===== src/dss_pkg.sv =====
// shared types, constants and calendar helpers for the datetime shift unit
// no dependencies; imported by every module of the block
package dss_pkg;

    localparam int S_TDATA_W = 72;
    localparam int S_TUSER_W = 1;
    localparam int M_TDATA_W = 40;

    localparam logic [16:0] SECS_PER_DAY  = 17'd86400;
    localparam logic [16:0] SECS_PER_HOUR = 17'd3600;
    localparam logic [16:0] SECS_PER_MIN  = 17'd60;

    localparam logic [5:0] DAY_DIV_STEPS  = 6'd3;
    localparam logic [5:0] HOUR_DIV_STEPS = 6'd3;
    localparam logic [5:0] MIN_DIV_STEPS  = 6'd3;

    // x / (2^s * d) as ((x >> s) * ceil(2^k / d)) >> k
    // day: s = 7, d = 675, k = 35; hour: s = 4, d = 225, k = 21; minute: s = 2, d = 15, k = 14
    localparam logic [25:0] RECIP_DAY  = 26'd50903317;
    localparam logic [25:0] RECIP_HOUR = 26'd9321;
    localparam logic [25:0] RECIP_MIN  = 26'd1093;

    typedef enum logic [1:0] {
        DIV_DAY,
        DIV_HOUR,
        DIV_MIN
    } div_sel_t;

    // 25 * 3113 == 1 mod 4096; a multiple of 25 maps to at most 4095 / 25
    localparam logic [11:0] INV_25     = 12'd3113;
    localparam logic [11:0] DIV_25_LIM = 12'd163;

    localparam logic [3:0] MONTH_JAN = 4'd1;
    localparam logic [3:0] MONTH_FEB = 4'd2;
    localparam logic [3:0] MONTH_DEC = 4'd12;
    localparam logic [4:0] FIRST_DAY = 5'd1;
    localparam logic [4:0] LAST_DAY_DEC = 5'd31;

    localparam logic [0:0] ACT_ADD = 1'b0;

    typedef struct packed {
        logic        action;
        logic [4:0]  day;
        logic [3:0]  month;
        logic [10:0] year;
        logic [4:0]  hour;
        logic [5:0]  minute;
        logic [5:0]  second;
        logic [30:0] amount;
    } in_item_t;

    typedef struct packed {
        logic [4:0]  res_day;
        logic [3:0]  res_month;
        logic [11:0] res_year;
        logic [4:0]  res_hour;
        logic [5:0]  res_minute;
        logic [5:0]  res_second;
    } out_item_t;

    typedef struct packed {
        logic capture;
        logic load_day;
        logic load_hour;
        logic load_min;
        logic div_step;
        logic fix;
        logic walk_step;
        logic out_load;
    } dp_cmd_t;

    typedef struct packed {
        logic steps_zero;
    } dp_status_t;

    function automatic logic is_leap(input logic [11:0] y);
        logic [11:0] p;
        logic        div25;
        p     = y * INV_25;
        div25 = (p <= DIV_25_LIM);
        return ((y[3:0] == 4'd0) && div25) || ((y[1:0] == 2'd0) && !div25);
    endfunction

    function automatic logic [4:0] month_len(input logic [3:0] m, input logic leap);
        logic [4:0] len;
        case (m)
            MONTH_JAN, 4'd3, 4'd5, 4'd7, 4'd8, 4'd10, MONTH_DEC: len = 5'd31;
            MONTH_FEB: len = leap ? 5'd29 : 5'd28;
            default: len = 5'd30;
        endcase
        return len;
    endfunction

endpackage


===== src/dss_div.sv =====
// divider by 86400, 3600 or 60 through reciprocal multiplication, three steps:
// product, quotient, remainder; depends on dss_pkg
module dss_div (
    input  logic              aclk,
    input  logic              load,
    input  logic              step,
    input  dss_pkg::div_sel_t sel,
    input  logic [31:0]       dividend,
    output logic [15:0]       quo,
    output logic [16:0]       rem
);
    import dss_pkg::*;

    typedef enum logic [1:0] {
        PH_MUL,
        PH_QUO,
        PH_REM
    } phase_t;

    div_sel_t    sel_reg;
    phase_t      phase_reg;
    logic [31:0] x_reg;
    logic [50:0] prod_reg;
    logic [15:0] quo_reg;
    logic [16:0] rem_reg;

    logic [24:0] pre;
    logic [25:0] recip;
    logic [16:0] divisor;
    logic [15:0] quo_next;
    logic [31:0] back;
    logic [31:0] diff;

    always_comb begin
        case (sel_reg)
            DIV_HOUR: begin
                pre      = x_reg[28:4];
                recip    = RECIP_HOUR;
                divisor  = SECS_PER_HOUR;
                quo_next = prod_reg[36:21];
            end
            DIV_MIN: begin
                pre      = x_reg[26:2];
                recip    = RECIP_MIN;
                divisor  = SECS_PER_MIN;
                quo_next = prod_reg[29:14];
            end
            default: begin
                pre      = x_reg[31:7];
                recip    = RECIP_DAY;
                divisor  = SECS_PER_DAY;
                quo_next = prod_reg[50:35];
            end
        endcase
        back = 32'(quo_reg) * 32'(divisor);
        diff = x_reg - back;
    end

    always_ff @(posedge aclk) begin
        if (load) begin
            sel_reg   <= sel;
            x_reg     <= dividend;
            phase_reg <= PH_MUL;
        end else if (step) begin
            case (phase_reg)
                PH_MUL: begin
                    prod_reg  <= 51'(pre) * 51'(recip);
                    phase_reg <= PH_QUO;
                end
                PH_QUO: begin
                    quo_reg   <= quo_next;
                    phase_reg <= PH_REM;
                end
                default: begin
                    rem_reg   <= diff[16:0];
                end
            endcase
        end
    end

    assign quo = quo_reg;
    assign rem = rem_reg;

endmodule


===== src/dss_dp.sv =====
// datapath: input capture, seconds split by 86400/3600/60, calendar walk
// depends on dss_pkg and dss_div
module dss_dp (
    input  logic                aclk,
    input  dss_pkg::dp_cmd_t    cmd,
    input  dss_pkg::in_item_t   in_item,
    output dss_pkg::dp_status_t status,
    output dss_pkg::out_item_t  res
);
    import dss_pkg::*;

    logic        act_reg;
    logic        neg_reg;
    logic [4:0]  day_reg;
    logic [3:0]  month_reg;
    logic [11:0] year_reg;
    logic [16:0] tod_reg;
    logic [30:0] amt_reg;
    logic [15:0] steps_reg;
    logic [16:0] rem_reg;
    logic [4:0]  hour_reg;
    out_item_t   res_reg;

    logic [16:0] tod_in;
    logic [31:0] amt_w;
    logic [31:0] tod_w;
    logic        amt_gt;
    logic [31:0] dividend;

    logic        div_load;
    div_sel_t    div_sel;
    logic [31:0] div_x;
    logic [15:0] div_quo;
    logic [16:0] div_rem;

    logic        rem_nz;
    logic [15:0] fix_steps;
    logic [16:0] fix_rem;

    logic        leap;
    logic [4:0]  len_cur;
    logic [4:0]  len_prev;
    logic [4:0]  gap;
    logic [4:0]  take;
    logic [4:0]  day_next;
    logic [3:0]  month_next;
    logic [11:0] year_next;
    logic [15:0] steps_next;

    always_comb begin
        tod_in = 17'(in_item.hour) * SECS_PER_HOUR + 17'(in_item.minute) * SECS_PER_MIN
               + 17'(in_item.second);
        amt_w  = 32'(amt_reg);
        tod_w  = 32'(tod_reg);
        amt_gt = (amt_w > tod_w);
        if (act_reg == ACT_ADD) begin
            dividend = amt_w + tod_w;
        end else if (amt_gt) begin
            dividend = amt_w - tod_w;
        end else begin
            dividend = tod_w - amt_w;
        end
    end

    always_comb begin
        div_load = cmd.load_day | cmd.load_hour | cmd.load_min;
        if (cmd.load_hour) begin
            div_sel = DIV_HOUR;
            div_x   = 32'(rem_reg);
        end else if (cmd.load_min) begin
            div_sel = DIV_MIN;
            div_x   = 32'(div_rem);
        end else begin
            div_sel = DIV_DAY;
            div_x   = dividend;
        end
    end

    dss_div u_div (
        .aclk     (aclk),
        .load     (div_load),
        .step     (cmd.div_step),
        .sel      (div_sel),
        .dividend (div_x),
        .quo      (div_quo),
        .rem      (div_rem)
    );

    // day count and leftover seconds once the 86400 split is done
    always_comb begin
        rem_nz = (div_rem != '0);
        if (act_reg == ACT_ADD) begin
            fix_steps = div_quo;
            fix_rem   = div_rem;
        end else if (neg_reg) begin
            fix_steps = div_quo + 16'(rem_nz);
            fix_rem   = rem_nz ? (SECS_PER_DAY - div_rem) : '0;
        end else begin
            fix_steps = '0;
            fix_rem   = div_rem;
        end
    end

    // one walk step: jump inside the month, or cross one month boundary
    always_comb begin
        leap       = is_leap(year_reg);
        len_cur    = month_len(month_reg, leap);
        len_prev   = month_len(month_reg - 4'd1, leap);
        day_next   = day_reg;
        month_next = month_reg;
        year_next  = year_reg;
        steps_next = steps_reg - 16'd1;
        gap        = '0;
        take       = '0;
        if (act_reg == ACT_ADD) begin
            if (day_reg < len_cur) begin
                gap        = len_cur - day_reg;
                take       = (steps_reg < 16'(gap)) ? steps_reg[4:0] : gap;
                day_next   = day_reg + take;
                steps_next = steps_reg - 16'(take);
            end else if (month_reg < MONTH_DEC) begin
                month_next = month_reg + 4'd1;
                day_next   = FIRST_DAY;
            end else begin
                year_next  = year_reg + 12'd1;
                month_next = MONTH_JAN;
                day_next   = FIRST_DAY;
            end
        end else begin
            if (day_reg > FIRST_DAY) begin
                gap        = day_reg - FIRST_DAY;
                take       = (steps_reg < 16'(gap)) ? steps_reg[4:0] : gap;
                day_next   = day_reg - take;
                steps_next = steps_reg - 16'(take);
            end else if (month_reg > MONTH_JAN) begin
                day_next   = len_prev;
                month_next = month_reg - 4'd1;
            end else begin
                year_next  = year_reg - 12'd1;
                month_next = MONTH_DEC;
                day_next   = LAST_DAY_DEC;
            end
        end
    end

    always_ff @(posedge aclk) begin
        if (cmd.capture) begin
            act_reg   <= in_item.action;
            day_reg   <= in_item.day;
            month_reg <= in_item.month;
            year_reg  <= 12'(in_item.year);
            tod_reg   <= tod_in;
            amt_reg   <= in_item.amount;
        end else if (cmd.walk_step) begin
            day_reg   <= day_next;
            month_reg <= month_next;
            year_reg  <= year_next;
        end
        if (cmd.load_day) begin
            neg_reg <= (act_reg != ACT_ADD) && amt_gt;
        end
        if (cmd.fix) begin
            steps_reg <= fix_steps;
            rem_reg   <= fix_rem;
        end else if (cmd.walk_step) begin
            steps_reg <= steps_next;
        end
        if (cmd.load_min) begin
            hour_reg <= div_quo[4:0];
        end
        if (cmd.out_load) begin
            res_reg.res_day    <= day_reg;
            res_reg.res_month  <= month_reg;
            res_reg.res_year   <= year_reg;
            res_reg.res_hour   <= hour_reg;
            res_reg.res_minute <= div_quo[5:0];
            res_reg.res_second <= div_rem[5:0];
        end
    end

    assign status.steps_zero = (steps_reg == '0);
    assign res = res_reg;

endmodule


===== src/dss_ctrl.sv =====
// controller: sequences capture, divisions, calendar walk and output handoff
// depends on dss_pkg
module dss_ctrl (
    input  logic                aclk,
    input  logic                aresetn,
    input  logic                s_tvalid,
    output logic                s_tready,
    output logic                m_tvalid,
    input  logic                m_tready,
    output dss_pkg::dp_cmd_t    cmd,
    input  dss_pkg::dp_status_t status
);
    import dss_pkg::*;

    typedef enum logic [3:0] {
        S_IDLE,
        S_DLOAD,
        S_DDIV,
        S_FIX,
        S_WALK,
        S_HLOAD,
        S_HDIV,
        S_MLOAD,
        S_MDIV,
        S_DONE
    } state_t;

    state_t     state_reg;
    state_t     state_next;
    logic [5:0] cnt_reg;
    logic [5:0] cnt_next;
    logic       m_tvalid_reg;
    logic       m_tvalid_next;

    always_comb begin
        state_next = state_reg;
        cnt_next   = cnt_reg;
        cmd        = '0;
        case (state_reg)
            S_IDLE: begin
                if (s_tvalid) begin
                    cmd.capture = 1'b1;
                    state_next  = S_DLOAD;
                end
            end
            S_DLOAD: begin
                cmd.load_day = 1'b1;
                cnt_next     = DAY_DIV_STEPS;
                state_next   = S_DDIV;
            end
            S_DDIV: begin
                cmd.div_step = 1'b1;
                cnt_next     = cnt_reg - 6'd1;
                if (cnt_reg == 6'd1) begin
                    state_next = S_FIX;
                end
            end
            S_FIX: begin
                cmd.fix    = 1'b1;
                state_next = S_WALK;
            end
            S_WALK: begin
                if (status.steps_zero) begin
                    state_next = S_HLOAD;
                end else begin
                    cmd.walk_step = 1'b1;
                end
            end
            S_HLOAD: begin
                cmd.load_hour = 1'b1;
                cnt_next      = HOUR_DIV_STEPS;
                state_next    = S_HDIV;
            end
            S_HDIV: begin
                cmd.div_step = 1'b1;
                cnt_next     = cnt_reg - 6'd1;
                if (cnt_reg == 6'd1) begin
                    state_next = S_MLOAD;
                end
            end
            S_MLOAD: begin
                cmd.load_min = 1'b1;
                cnt_next     = MIN_DIV_STEPS;
                state_next   = S_MDIV;
            end
            S_MDIV: begin
                cmd.div_step = 1'b1;
                cnt_next     = cnt_reg - 6'd1;
                if (cnt_reg == 6'd1) begin
                    state_next = S_DONE;
                end
            end
            S_DONE: begin
                if (!m_tvalid_reg || m_tready) begin
                    cmd.out_load = 1'b1;
                    state_next   = S_IDLE;
                end
            end
            default: begin
                state_next = S_IDLE;
            end
        endcase
        if (cmd.out_load) begin
            m_tvalid_next = 1'b1;
        end else if (m_tready) begin
            m_tvalid_next = 1'b0;
        end else begin
            m_tvalid_next = m_tvalid_reg;
        end
    end

    always_ff @(posedge aclk) begin
        if (!aresetn) begin
            state_reg    <= S_IDLE;
            cnt_reg      <= '0;
            m_tvalid_reg <= 1'b0;
        end else begin
            state_reg    <= state_next;
            cnt_reg      <= cnt_next;
            m_tvalid_reg <= m_tvalid_next;
        end
    end

    assign s_tready = (state_reg == S_IDLE);
    assign m_tvalid = m_tvalid_reg;

endmodule


===== src/datetime_shift_by_seconds_unit.sv =====
// top level of the datetime shift unit: moves a date and time by a count of seconds
// depends on dss_pkg, dss_ctrl, dss_dp (and dss_div below it)
//
// usage:
//   s_ channel takes one item: start date, start time, seconds count and direction
//   (s_tuser = 0 adds, 1 subtracts). m_ channel returns the shifted date and time.
//   one item is in work at a time; s_tready is high only while the unit is idle.
//   after accept the unit runs three reciprocal divisions (by 86400, 3600 and 60),
//   each with a load before it; between the first two come the day-count fix-up,
//   the calendar walk and the end-of-walk check, and the output load comes last.
//   each walk step crosses one month boundary or moves inside a partial month,
//   so a shift takes about two steps per month; a full 31-bit count is about 68 years.
//   the result sits in an output register, so the next item is accepted while it
//   waits for m_tready.
//   a stalled receiver holds the result and, once the next item is done, the unit.
//   synchronous active-low reset returns the unit to idle and drops m_tvalid.
module datetime_shift_by_seconds_unit (
    input  logic                          aclk,
    input  logic                          aresetn,
    input  logic                          s_tvalid,
    output logic                          s_tready,
    // day, month, year, hour, minute, second, amount, zero pad
    input  logic [dss_pkg::S_TDATA_W-1:0] s_tdata,
    // action
    input  logic [dss_pkg::S_TUSER_W-1:0] s_tuser,
    output logic                          m_tvalid,
    input  logic                          m_tready,
    // res_day, res_month, res_year, res_hour, res_minute, res_second, zero pad
    output logic [dss_pkg::M_TDATA_W-1:0] m_tdata
);
    import dss_pkg::*;

    in_item_t   in_item;
    out_item_t  res;
    dp_cmd_t    cmd;
    dp_status_t status;

    always_comb begin
        in_item.action = s_tuser[0];
        in_item.day    = s_tdata[4:0];
        in_item.month  = s_tdata[8:5];
        in_item.year   = s_tdata[19:9];
        in_item.hour   = s_tdata[24:20];
        in_item.minute = s_tdata[30:25];
        in_item.second = s_tdata[36:31];
        in_item.amount = s_tdata[67:37];
    end

    dss_ctrl u_ctrl (
        .aclk     (aclk),
        .aresetn  (aresetn),
        .s_tvalid (s_tvalid),
        .s_tready (s_tready),
        .m_tvalid (m_tvalid),
        .m_tready (m_tready),
        .cmd      (cmd),
        .status   (status)
    );

    dss_dp u_dp (
        .aclk    (aclk),
        .cmd     (cmd),
        .in_item (in_item),
        .status  (status),
        .res     (res)
    );

    assign m_tdata = {2'b00, res.res_second, res.res_minute, res.res_hour,
                      res.res_year, res.res_month, res.res_day};

endmodule

===== config.mk =====
export PLATFORM = sky130hd
export DESIGN_NAME = datetime_shift_by_seconds_unit
export DESIGN_NICKNAME = d
export VERILOG_FILES = /design/src/dss_pkg.sv /design/src/dss_div.sv /design/src/dss_dp.sv /design/src/dss_ctrl.sv /design/src/datetime_shift_by_seconds_unit.sv
export SDC_FILE = /design/constraint.sdc
export NUM_CORES = 2
export LEC_CHECK = 0
export BUFFER_PORTS_ARGS = -buffer_cell sky130_fd_sc_hd__buf_2
export CORE_MARGIN = 2
export CORE_UTILIZATION = 55
export DETAILED_ROUTE_END_ITERATION = 8
export PLACE_DENSITY_LB_ADDON = 0.05
export SYNTH_ARGS = -nofsm -noshare
export SYNTH_HDL_FRONTEND = slang
export SYNTH_SLANG_ARGS = --single-unit

===== constraint.sdc =====
create_clock -name aclk -period 10.8 [get_ports aclk]
set_input_delay 1.08 -clock aclk [delete_from_list [all_inputs] [get_ports aclk]]
set_output_delay 1.08 -clock aclk [all_outputs]
set_load 0.05 [all_outputs]

==> metrics.txt <==
DRC 0; Crit-path slowest cell ha_2; hold crit path type reg -> reg; Setup crit start kind flop; post-synth top area cell edfxtp_1; skew final 0.0315 ns; Period Utilization, post-route 86.5%; Pre-antenna DRT Iters 5; first-pass GRT wire length 148000 um; Clock transition at path regs 0.06 ns; DRT iter0 DRCs 1872; Tightest Pin Transition 1.20 ns; CTS Buf Count 30; register area share after synthesis 22.0%; Top FF cell, synth edfxtp_1; die area 66500 um2; TritonCTS clock tree built; area grow syn2layout 6.92%; Yosys top cell area share 21.2%; Port Buffers 112; post-route ant nets 0; Cells after Synth 3727; f_max 107 MHz; ant diodes 0; RSZ-0062 raised after global routing no; count of cell types in the netlist 98; Post-Route WL 92400 um; WP data required 11.12 ns; Largest register FFs 38; antenna violations before repair 1; clock latency on the worst-skew pair 0.60 ns; hpwl dp 76400 um; Die Wd 258 um; Final Util 59.1%; Ys Warns 0; post_cts resized 0; post-CTS setup buffer count 0; total congestion overflow 0; vias in the first global route 27000; Final min period 9.34 ns; layout cells sized above 1 6.07%; largest net degree at the start of global routing 65; via/cell ratio 5.63; Slew Limit Fails 0; row cnt 93; final count of negative-setup-slack endpoints 0; status finished clean; Crit Path Category reg -> reg; maximum fanout along the worst path 37; Finished Layout Cells 4678; largest cells by area after synthesis edfxtp_1, fa_1, ha_1; most frequent cells in the layout inv_1, ha_1, fa_1; routed wire length per instance 19.7 um; chip height 258 um; Core Box Area 64100 um2; Post-Syn Area 35500 um2; CTS root buffer clkbuf_16; #FFs+latches synth 264; GPL Wtd Cong 0.961; starting density of the core 55.3%; maximum clock path buffer count 3; setup TNS 0 ns; share of flip-flops with an asynchronous set or reset 0%; commonest non-fill, non-tap cell in the layout inv_1; via count 26300; boundary pin count 119; final hold violations 0; critical path endpoint category flop; Critical Path Max Stage Delay 0.77 ns; CTS sink cnt 264; # H-tree levels 1; Arr. time, crit path 9.66 ns; most frequent CP cell fa_1; max-cap viol count 0; placed cells 4622; number of synthesized flops with an enable pin 250; Syn Area/Cell 9.51 um2; slew margin rel. 19.9%; # hold bufs at CTS 0; gr usage total 28.3%; Final nets 4800
[routing by layer]
metal | vias to the layer above | GRT usage [%] | part of all wire [%]
met1 | 13000 | 41.2 | 46
li1 | 12600 | - | -
met2 | 686 | 45.8 | 46
met5 | - | 0 | 0
met4 | 0 | 4.90 | 1.6
met3 | 96 | 3.74 | 5.7
[area by class of cell]
class / count / area [um2]
flip-flops and latches: 264 / 7790
clock buffers: 40 / 788
inverters: 722 / 2710
multi-input cells: 2646 / 24600
clock inverters: 16 / 229
fillers: 5625 / 26200
well taps: 855 / 1070
repair buffers: 135 / 746
[critical path, delay by kind of cell (launching register included)]
family | cells | cell delay [ns]
AOI/OAI and AO/OA | 7 | 2.17
xor gates and xnor gates | 1 | 0.13
adders and majority gates | 9 | 4.01
buffers and inverters | 6 | 0.82
DFF | 1 | 0.46
and+or+nand+nor | 6 | 1.43
[metrics by stage]
stage	setup slack [ns]	hold WS, ns	area, um2
4_1_cts	1.53	0.421	37900
3_5_place_dp	1.57	0.407	36900
3_3_place_gp	1.74	0.401	36900
2_1_floorplan	2.74	0.400	35500
5_1_grt	0.984	0.429	37900
6_report	1.46	0.418	37900
[Yosys cell counts, drive strengths merged, types with 6 or more instances]
master and n:
xnor2 130, xor2 54, nor2 238, mux2 9
a211o 7, clkbuf 79, nor4b 7, a221oi 10
o211ai 14, nor3 63, edfxtp 250, a211oi 26
or4 7, o21bai 36, o31ai 16, or2 13
and3 16, nand3 42, nand2b 33, and2 36
o21ai 140, buf 31, o21a 23, nor3b 6
mux2i 21, o22ai 20, a31oi 19, nand2 227
a21o 54, a21boi 7, o31a 6, fa 365
nor2b 52, or3 19, a2111oi 7, a21oi 212
nor4 15, inv 720, dfxtp 14, a22o 9
nand4 29, nand3b 9, a22oi 26, ha 559
[logic make-up (layout without fill, tap and decap cells)]
family / count (synthesis) / in the layout / share of synthesized area, %
other cells: 2 / 17 / 0.0212
fa+ha+maj: 924 / 924 / 40.3
compound gates: 675 / 675 / 12.2
xor+xnor: 184 / 184 / 4.54
flops: 264 / 264 / 22.0
mux: 30 / 30 / 0.889
simple gates: 816 / 816 / 11.1
buf+inv: 832 / 913 / 8.95
[final timing paths]
path / startpoint / endpoint / slack (ns) / cells past startpoint
worst max-delay path: u_dp.u_div.sel_reg[1] / u_dp.u_div.prod_reg[50] / 1.46 / 29
worst min-delay path: u_dp.hour_reg[2] / u_dp.res[14] / 0.42 / 0
worst max register to register: u_dp.u_div.sel_reg[1] / u_dp.u_div.prod_reg[50] / 1.46 / 29
worst min register to register: u_dp.hour_reg[2] / u_dp.res[14] / 0.42 / 0
Power is not shown: default switching activity piles up to over one toggle a cycle in this logic, so the estimate is an artifact.
